<file path="src/design/pwm_pkg.sv">
// ----------------------------------------------------------------------------
// pwm_pkg
// Shared types and constants for the pulse width meter.
// ----------------------------------------------------------------------------
`default_nettype none

package pwm_pkg;

    localparam int unsigned TS_W        = 32;
    localparam int unsigned CNT_W       = 32;
    localparam int unsigned CFG_INDEX_W = 8;
    localparam int unsigned CFG_DATA_W  = 32;
    localparam int unsigned IN_DATA_W   = 40;   // 33 bits of fields, padded to bytes
    localparam int unsigned OUT_DATA_W  = 104;  // 101 bits of fields, padded to bytes

    // Configuration register indexes
    localparam logic [CFG_INDEX_W-1:0] REG_TRIGGER_MODE   = 8'd0;
    localparam logic [CFG_INDEX_W-1:0] REG_INITIAL_LEVEL  = 8'd1;
    localparam logic [CFG_INDEX_W-1:0] REG_TIMEOUT_LIMIT  = 8'd2;
    localparam logic [CFG_INDEX_W-1:0] REG_DEBOUNCE_LIMIT = 8'd3;

    // Trigger modes; the remaining codes count as either polarity
    localparam logic [1:0] TRIG_HIGH = 2'd0;
    localparam logic [1:0] TRIG_LOW  = 2'd1;

    typedef enum logic [1:0] {
        EDGE_NONE = 2'd0,
        EDGE_RISE = 2'd1,
        EDGE_FALL = 2'd2
    } edge_t;

    typedef enum logic [2:0] {
        ST_NONE      = 3'd0,
        ST_OPEN_HIGH = 3'd1,
        ST_OPEN_LOW  = 3'd2,
        ST_HIGH_DONE = 3'd3,
        ST_LOW_DONE  = 3'd4,
        ST_TIMEOUT   = 3'd5
    } pulse_state_t;

    typedef struct packed {
        logic [CNT_W-1:0] error_count;
        logic [CNT_W-1:0] pulse_count;
        logic             pulse_done;
        logic             width_valid;
        logic [TS_W-1:0]  pulse_width;
        pulse_state_t     pulse_state;
    } result_t;

endpackage : pwm_pkg

`default_nettype wire

</file>
<file path="src/design/pulse_width_meter.sv">
// ----------------------------------------------------------------------------
// pulse_width_meter
// Edge-to-edge pulse width measurement with debounce and timeout.
// ----------------------------------------------------------------------------
// One pin sample with its timestamp is taken per clock and gives exactly one
// result, which appears in the output register on the cycle after the
// transfer. The whole update (edge detect, the width subtracts, the debounce
// and timeout compares and the counters) sits between the sample and the
// output register, so the block sustains one sample per clock; s_tready only
// drops while a finished result waits for m_tready. Configuration writes are
// always taken (cfg_ready is tied high) and should be made while the block is
// idle.
`default_nettype none

module pulse_width_meter
(
    input  wire logic                             clk,
    input  wire logic                             rst_n,
    // configuration write channel
    input  wire logic                             cfg_valid,
    output      logic                             cfg_ready,
    input  wire logic [pwm_pkg::CFG_INDEX_W-1:0]  cfg_index,
    input  wire logic [pwm_pkg::CFG_DATA_W-1:0]   cfg_data,
    // sample stream
    input  wire logic                             s_tvalid,
    output      logic                             s_tready,
    input  wire logic [pwm_pkg::IN_DATA_W-1:0]    s_tdata,  // pin_level, timestamp[31:0]
    // result stream
    output      logic                             m_tvalid,
    input  wire logic                             m_tready,
    output      logic [pwm_pkg::OUT_DATA_W-1:0]   m_tdata   // pulse_state[2:0],
                                                            // pulse_width[31:0],
                                                            // width_valid, pulse_done,
                                                            // pulse_count[31:0],
                                                            // error_count[31:0]
);

    import pwm_pkg::*;

    // configuration
    logic [1:0]        trigger_mode_reg;
    logic              initial_level_reg;
    logic [TS_W-1:0]   timeout_limit_reg;
    logic [TS_W-1:0]   debounce_limit_reg;

    // measurement state
    logic              sample_seen_reg;
    logic              prev_level_reg;
    edge_t             last_edge_kind_reg,  last_edge_kind_next;
    logic [TS_W-1:0]   last_edge_time_reg,  last_edge_time_next;
    pulse_state_t      cur_state_reg,       cur_state_next;
    logic [TS_W-1:0]   width_reg,           width_next;
    logic [CNT_W-1:0]  accepted_count_reg,  accepted_count_next;
    logic [CNT_W-1:0]  timeout_count_reg,   timeout_count_next;
    logic [TS_W-1:0]   timeout_start_reg,   timeout_start_next;

    // result register
    logic              out_valid_reg;
    result_t           result_reg;
    result_t           result_next;

    logic              s_accept;
    logic              cfg_accept;
    logic              pin;
    logic [TS_W-1:0]   ts;
    logic              ref_level;
    logic              is_edge;
    edge_t             edge_kind;
    logic              detected;
    logic              done;
    logic [TS_W-1:0]   edge_width;
    logic [TS_W-1:0]   quiet_time;
    logic              timed_out;

    assign cfg_ready  = 1'b1;
    assign cfg_accept = cfg_valid && cfg_ready;
    assign s_tready   = !out_valid_reg || m_tready;
    assign s_accept   = s_tvalid && s_tready;
    assign m_tvalid   = out_valid_reg;
    assign m_tdata    = {{(OUT_DATA_W - $bits(result_t)){1'b0}}, result_reg};

    assign pin        = s_tdata[0];
    assign ts         = s_tdata[TS_W:1];
    assign ref_level  = sample_seen_reg ? prev_level_reg : initial_level_reg;
    assign is_edge    = (pin != ref_level);
    assign edge_kind  = pin ? EDGE_RISE : EDGE_FALL;
    assign edge_width = ts - last_edge_time_reg;
    assign quiet_time = ts - timeout_start_reg;
    assign timed_out  = ((cur_state_reg == ST_OPEN_HIGH) || (cur_state_reg == ST_OPEN_LOW))
                        && (timeout_limit_reg != '0) && (quiet_time > timeout_limit_reg);

    // Next state and measurement update for one sample
    always_comb
    begin
        cur_state_next      = cur_state_reg;
        width_next          = width_reg;
        last_edge_kind_next = last_edge_kind_reg;
        last_edge_time_next = last_edge_time_reg;
        accepted_count_next = accepted_count_reg;
        timeout_count_next  = timeout_count_reg;
        timeout_start_next  = timeout_start_reg;
        detected            = 1'b0;
        done                = 1'b0;

        if (is_edge)
        begin
            last_edge_kind_next = edge_kind;
            last_edge_time_next = ts;
            case (trigger_mode_reg)
                TRIG_HIGH:
                begin
                    if (last_edge_kind_reg == EDGE_RISE && edge_kind == EDGE_FALL)
                    begin
                        cur_state_next = ST_HIGH_DONE;
                        detected       = 1'b1;
                    end
                    else if (edge_kind == EDGE_RISE)
                    begin
                        cur_state_next = ST_OPEN_HIGH;
                    end
                    else
                    begin
                        cur_state_next = ST_NONE;
                        width_next     = '0;
                    end
                end
                TRIG_LOW:
                begin
                    if (last_edge_kind_reg == EDGE_FALL && edge_kind == EDGE_RISE)
                    begin
                        cur_state_next = ST_LOW_DONE;
                        detected       = 1'b1;
                    end
                    else if (edge_kind == EDGE_FALL)
                    begin
                        cur_state_next = ST_OPEN_LOW;
                    end
                    else
                    begin
                        cur_state_next = ST_NONE;
                        width_next     = '0;
                    end
                end
                default:
                begin
                    if (last_edge_kind_reg == EDGE_RISE && edge_kind == EDGE_FALL)
                    begin
                        cur_state_next = ST_HIGH_DONE;
                        detected       = 1'b1;
                    end
                    else if (last_edge_kind_reg == EDGE_FALL && edge_kind == EDGE_RISE)
                    begin
                        cur_state_next = ST_LOW_DONE;
                        detected       = 1'b1;
                    end
                    else
                    begin
                        cur_state_next = ST_NONE;
                        width_next     = '0;
                    end
                end
            endcase

            if (detected)
            begin
                // reject bounces, otherwise count the pulse
                if (debounce_limit_reg != '0 && edge_width <= debounce_limit_reg)
                begin
                    cur_state_next = ST_NONE;
                    width_next     = '0;
                end
                else
                begin
                    width_next          = edge_width;
                    accepted_count_next = accepted_count_reg + 1'b1;
                    done                = 1'b1;
                end
                last_edge_kind_next = EDGE_NONE;
                last_edge_time_next = '0;
            end

            if (timeout_limit_reg != '0)
                timeout_start_next = ts;
        end
        else if (timed_out)
        begin
            cur_state_next      = ST_TIMEOUT;
            width_next          = '0;
            timeout_count_next  = timeout_count_reg + 1'b1;
            last_edge_kind_next = EDGE_NONE;
            last_edge_time_next = '0;
        end
    end

    // Result fields taken after the update
    always_comb
    begin
        result_next.pulse_state = cur_state_next;
        if (cur_state_next == ST_OPEN_HIGH || cur_state_next == ST_OPEN_LOW)
            result_next.pulse_width = ts - last_edge_time_next;
        else
            result_next.pulse_width = width_next;
        result_next.width_valid = (cur_state_next != ST_TIMEOUT);
        result_next.pulse_done  = done;
        result_next.pulse_count = accepted_count_next;
        result_next.error_count = timeout_count_next;
    end

    always_ff @(posedge clk or negedge rst_n)
    begin
        if (!rst_n)
        begin
            trigger_mode_reg   <= '0;
            initial_level_reg  <= 1'b0;
            timeout_limit_reg  <= '0;
            debounce_limit_reg <= '0;
        end
        else if (cfg_accept)
        begin
            case (cfg_index)
                REG_TRIGGER_MODE:   trigger_mode_reg   <= cfg_data[1:0];
                REG_INITIAL_LEVEL:  initial_level_reg  <= cfg_data[0];
                REG_TIMEOUT_LIMIT:  timeout_limit_reg  <= cfg_data[TS_W-1:0];
                REG_DEBOUNCE_LIMIT: debounce_limit_reg <= cfg_data[TS_W-1:0];
                default:            ;  // drop writes to unknown indexes
            endcase
        end
    end

    always_ff @(posedge clk or negedge rst_n)
    begin
        if (!rst_n)
        begin
            sample_seen_reg    <= 1'b0;
            prev_level_reg     <= 1'b0;
            last_edge_kind_reg <= EDGE_NONE;
            last_edge_time_reg <= '0;
            cur_state_reg      <= ST_NONE;
            width_reg          <= '0;
            accepted_count_reg <= '0;
            timeout_count_reg  <= '0;
            timeout_start_reg  <= '0;
        end
        else if (s_accept)
        begin
            sample_seen_reg    <= 1'b1;
            prev_level_reg     <= pin;
            last_edge_kind_reg <= last_edge_kind_next;
            last_edge_time_reg <= last_edge_time_next;
            cur_state_reg      <= cur_state_next;
            width_reg          <= width_next;
            accepted_count_reg <= accepted_count_next;
            timeout_count_reg  <= timeout_count_next;
            timeout_start_reg  <= timeout_start_next;
        end
    end

    always_ff @(posedge clk or negedge rst_n)
    begin
        if (!rst_n)
            out_valid_reg <= 1'b0;
        else if (s_tready)
            out_valid_reg <= s_tvalid;
    end

    // payload only moves on a transfer, held while the consumer stalls
    always_ff @(posedge clk)
    begin
        if (s_accept)
            result_reg <= result_next;
    end

    // ------------------------------------------------------------------------
    // Assertions
    // ------------------------------------------------------------------------
    a_done_means_completed: assert property (@(posedge clk) disable iff (!rst_n)
        m_tvalid && result_reg.pulse_done |->
            (result_reg.pulse_state == ST_HIGH_DONE || result_reg.pulse_state == ST_LOW_DONE))
        else $error("pulse_done without a completed pulse");

    a_error_only_on_timeout: assert property (@(posedge clk) disable iff (!rst_n)
        s_accept && (timeout_count_next != timeout_count_reg) |->
            (cur_state_next == ST_TIMEOUT))
        else $error("error count moved without a timeout");

    a_count_step: assert property (@(posedge clk) disable iff (!rst_n)
        s_accept |=> (accepted_count_reg == $past(accepted_count_reg)
                      || accepted_count_reg == $past(accepted_count_reg) + 1'b1))
        else $error("pulse count jumped by more than one");

    // an open state left over from an earlier mode may persist until the next edge
    a_either_never_open: assert property (@(posedge clk) disable iff (!rst_n)
        s_accept && trigger_mode_reg[1] && is_edge |->
            !(cur_state_next == ST_OPEN_HIGH || cur_state_next == ST_OPEN_LOW))
        else $error("open state entered in either-polarity mode");

endmodule : pulse_width_meter

`default_nettype wire

</file>
<file path="config.mk">
export PLATFORM = sky130hd
export DESIGN_NAME = pulse_width_meter
export DESIGN_NICKNAME = d
export VERILOG_FILES = /design/src/design/pwm_pkg.sv /design/src/design/pulse_width_meter.sv
export SDC_FILE = /design/constraint.sdc
export NUM_CORES = 1
export LEC_CHECK = 0
export BUFFER_PORTS_ARGS = -buffer_cell sky130_fd_sc_hd__buf_2
export CORE_ASPECT_RATIO = 0.9
export CORE_MARGIN = 5
export CORE_UTILIZATION = 40
export CTS_CLUSTER_DIAMETER = 60
export DETAILED_ROUTE_END_ITERATION = 6
export PLACE_DENSITY = 0.61
export REMOVE_ABC_BUFFERS = 1
export SLEW_MARGIN = 20
export SYNTH_ARGS = -nofsm -noshare
export SYNTH_HDL_FRONTEND = slang
export SYNTH_SLANG_ARGS = --single-unit
</file>
<file path="constraint.sdc">
create_clock -name clk -period 15.2 [get_ports clk]
set_input_delay 0.76 -clock clk [delete_from_list [all_inputs] [get_ports clk]]
set_output_delay 0.76 -clock clk [all_outputs]
set_load 0.05 [all_outputs]
</file>
==> run metrics <==
status=finished, final reports clean; DP HPWL=41800 um; total track usage=18.8%; CP most frequent cell=a21oi_1; setup_tns=0 ns; clock group share of total power=20.1%; Pins Over Slew Limit=0; Die ar.=57500 um^2; Largest register FFs=101; largest net degree at the start of global routing=120; total power draw=0.00517 W; leakage=10.8 nW; Post-synth top flop=dfrtp_1; mapped cell area=21100 um^2; Gate power share=55.1%; dpl cell area=22700 um^2; layout overhead on the synthesized area=14.3%; first-pass GRT wire length=87800 um; startpoint class of the critical path=primary input; FP Rows=79; Cell Pwr Density=214 nW/um^2; Worst Max-Slew Pin Slew=0.961 ns; TritonCTS buffer count=43; CP top delay family=compound AO/OA/AOI/OAI gates; HP Class=primary input to asynchronous set/reset pin; relative slew slack=35.9%; Post-synth top cells=dfrtp_1, nand2_1, inv_1, ha_1, a21oi_1; reg-to-reg startpoint=timeout_start_reg[0]; postcts setup bufs=0; Nets=2523; critical path's slowest cell=a31o_4; clock latency on the worst-skew pair=0.58 ns; hold buffers post-CTS=0; Gate Count Post-Synth=2125; clk sinks=336; share of the yosys chip area belonging to registers=42.2%; Distinct cells, synth=101; layout cells sized above 1=18.3%; Die Width=252 um; most instantiated library cell after synthesis=dfrtp_1; routed wire length=55200 um; core area=52000 um^2; cell-internal power=0.00285 W; reg2reg end=m_tdata[33]; Post-synth EDFFs=101; Max VDD drop=96.5 uV; total grt overflow=0; Initial Util=40.6%; Max Cap Violations=0; fmax=105 MHz; Mean Syn Cell Area=9.94 um^2; Setup crit end kind=register; yosys warns=0; CP arrival=9.84 ns; R2R setup slack=5.89 ns; sequential power share=24.8%; Max stage delay on crit path=0.48 ns; DR vias=16500; H-tree lvl count=2; endpoints failing setup=0; Crit Path Category=primary input to register; clock slew at the register clock pins of the worst setup and hold paths=0.06 ns; crit-path max FO=52; vias in the first global route=16100; Ports=192; Worst Path Required=15.52 ns; design area=24100 um^2; Detail Route Antenna Nets=0; #FFs+latches synth=336; fin crit period=9.52 ns; Yosys top cell area share=27.8%; antenna violations before repair=1; Remaining DRCs=0; DRT Pass-1 Iters=5; top post-synthesis cells by area=dfrtp_1, edfxtp_1, ha_1; CTS tree=built; Layout Skew=0.0195 ns; Buffers & Inverters on Critical Path=3; WL/cell=18.3 um; port buffer count=180; Sw Pwr=0.00232 W; Inserted Diodes=0; Switching Fraction=44.9%; RePlAce Congestion=0.840; Root Driver=clkbuf_16; via/cell ratio=5.48; DRT iter0 DRCs=1180; async set-reset flop share out of synthesis=69.9%; Final Core Density=46.4%; die height=228 um; RSZ-0062 raised after global routing=no; post-cts sizing count=0; post-synth top area cell=dfrtp_1; Clock Tree Buf Depth=3; worst reg2reg path depth=39; final hold vios=0; Fillers=4994; period utilisation layout=62.6%
-- power groups by stage --
| stage | sequential (W) | clock (W) | combinational [W] |
|---|---|---|---|
| after CTS | 0.00128 | 0.00107 | 0.00284 |
| after global routing | 0.00131 | 0.00111 | 0.00317 |
| final | 0.00128 | 0.00104 | 0.00285 |
| after detailed placement | 0.00130 | 0 | 0.00283 |
| after global placement | 0.00129 | 0 | 0.00274 |
| after floorplan | 0.00146 | 0 | 0.00191 |
-- worst reg2reg max path, delay by kind of cell, from the launching register on --
kind / cells / cell delay [ns]
AO/OA/AOI/OAI: 23 / 5.56
buffers and inverters: 1 / 0.06
flip-flops: 1 / 0.35
AND/OR/NAND/NOR: 9 / 1.45
adder cells (fa/ha/maj): 5 / 1.56
XOR/XNOR: 1 / 0.10
-- final cells by class --
class	count	area [um^2]	share of cell area (%)
Clock buffer	56	1180	4.87
Clock inverter	24	289	1.20
Inverter	167	632	2.62
Multi-Input combinational cell	1546	11300	46.7
Sequential cell	336	8910	36.9
Tap cell	688	861	3.56
Timing Repair Buffer	193	1010	4.18
-- routing by layer --
metal,GRT usage [%],part of all wire (%),vias up
li1,-,-,7959
met1,27.2,48,8002
met2,29.6,45,437
met3,2.92,5.5,86
met4,4.49,2.1,2
met5,0,0.020,-
-- how the worst max path moves through the flow --
stage | start | endpoint | slack (ns) | depth (start not counted)
after floorplan | s_tdata[1] | m_tdata[33] | 6.79 | 39
after global placement | s_tdata[1] | m_tdata[33] | 5.22 | 40
after detailed placement | s_tdata[1] | m_tdata[33] | 5.13 | 40
after CTS | s_tdata[1] | m_tdata[33] | 5.73 | 40
after global routing | s_tdata[1] | m_tdata[34] | 4.86 | 39
final | s_tdata[1] | m_tdata[33] | 5.68 | 41
-- logic make-up (layout without fill, tap and decap cells) --
family / Yosys count / in the layout / synth area share, %
simple gates: 574 / 574 / 13.4
compound gates: 510 / 510 / 16.8
flops: 336 / 336 / 42.2
buf+inv: 245 / 440 / 4.58
xor+xnor: 207 / 207 / 8.58
fa+ha+maj: 151 / 151 / 9.05
mux: 100 / 100 / 5.36
other cells: 2 / 4 / 0.0356
-- cells in the final DEF (no fill, tap or decap), drive strengths merged, types with 28 or more instances in the layout --
| cell type | Yosys | routed |
|---|---|---|
| nand2 | 181 | 181 |
| edfxtp | 101 | 101 |
| dfrtp | 235 | 235 |
| xor2 | 71 | 71 |
| nand4 | 35 | 35 |
| a21o | 40 | 40 |
| a21oi | 147 | 147 |
| a22oi | 29 | 29 |
| nand3 | 50 | 50 |
| nor4 | 28 | 28 |
| o21ai | 111 | 111 |
| clkbuf | 55 | 56 |
| mux2 | 95 | 95 |
| buf | 23 | 193 |
| nor3 | 29 | 29 |
| xnor2 | 136 | 136 |
| ha | 148 | 148 |
| inv | 167 | 172 |
| nor2 | 132 | 132 |
-- per-stage QoR --
stage | cells | worst slack [ns] | hold WS, ns
6_report | 3010 | 5.68 | 0.242
3_5_place_dp | 2930 | 5.13 | 0.475
5_1_grt | 3010 | 4.86 | 0.340
4_1_cts | 3010 | 5.73 | 0.306
2_1_floorplan | 2049 | 6.79 | 0.450
3_3_place_gp | 2930 | 5.22 | 0.467
Power figures use the tool's default switching activity.
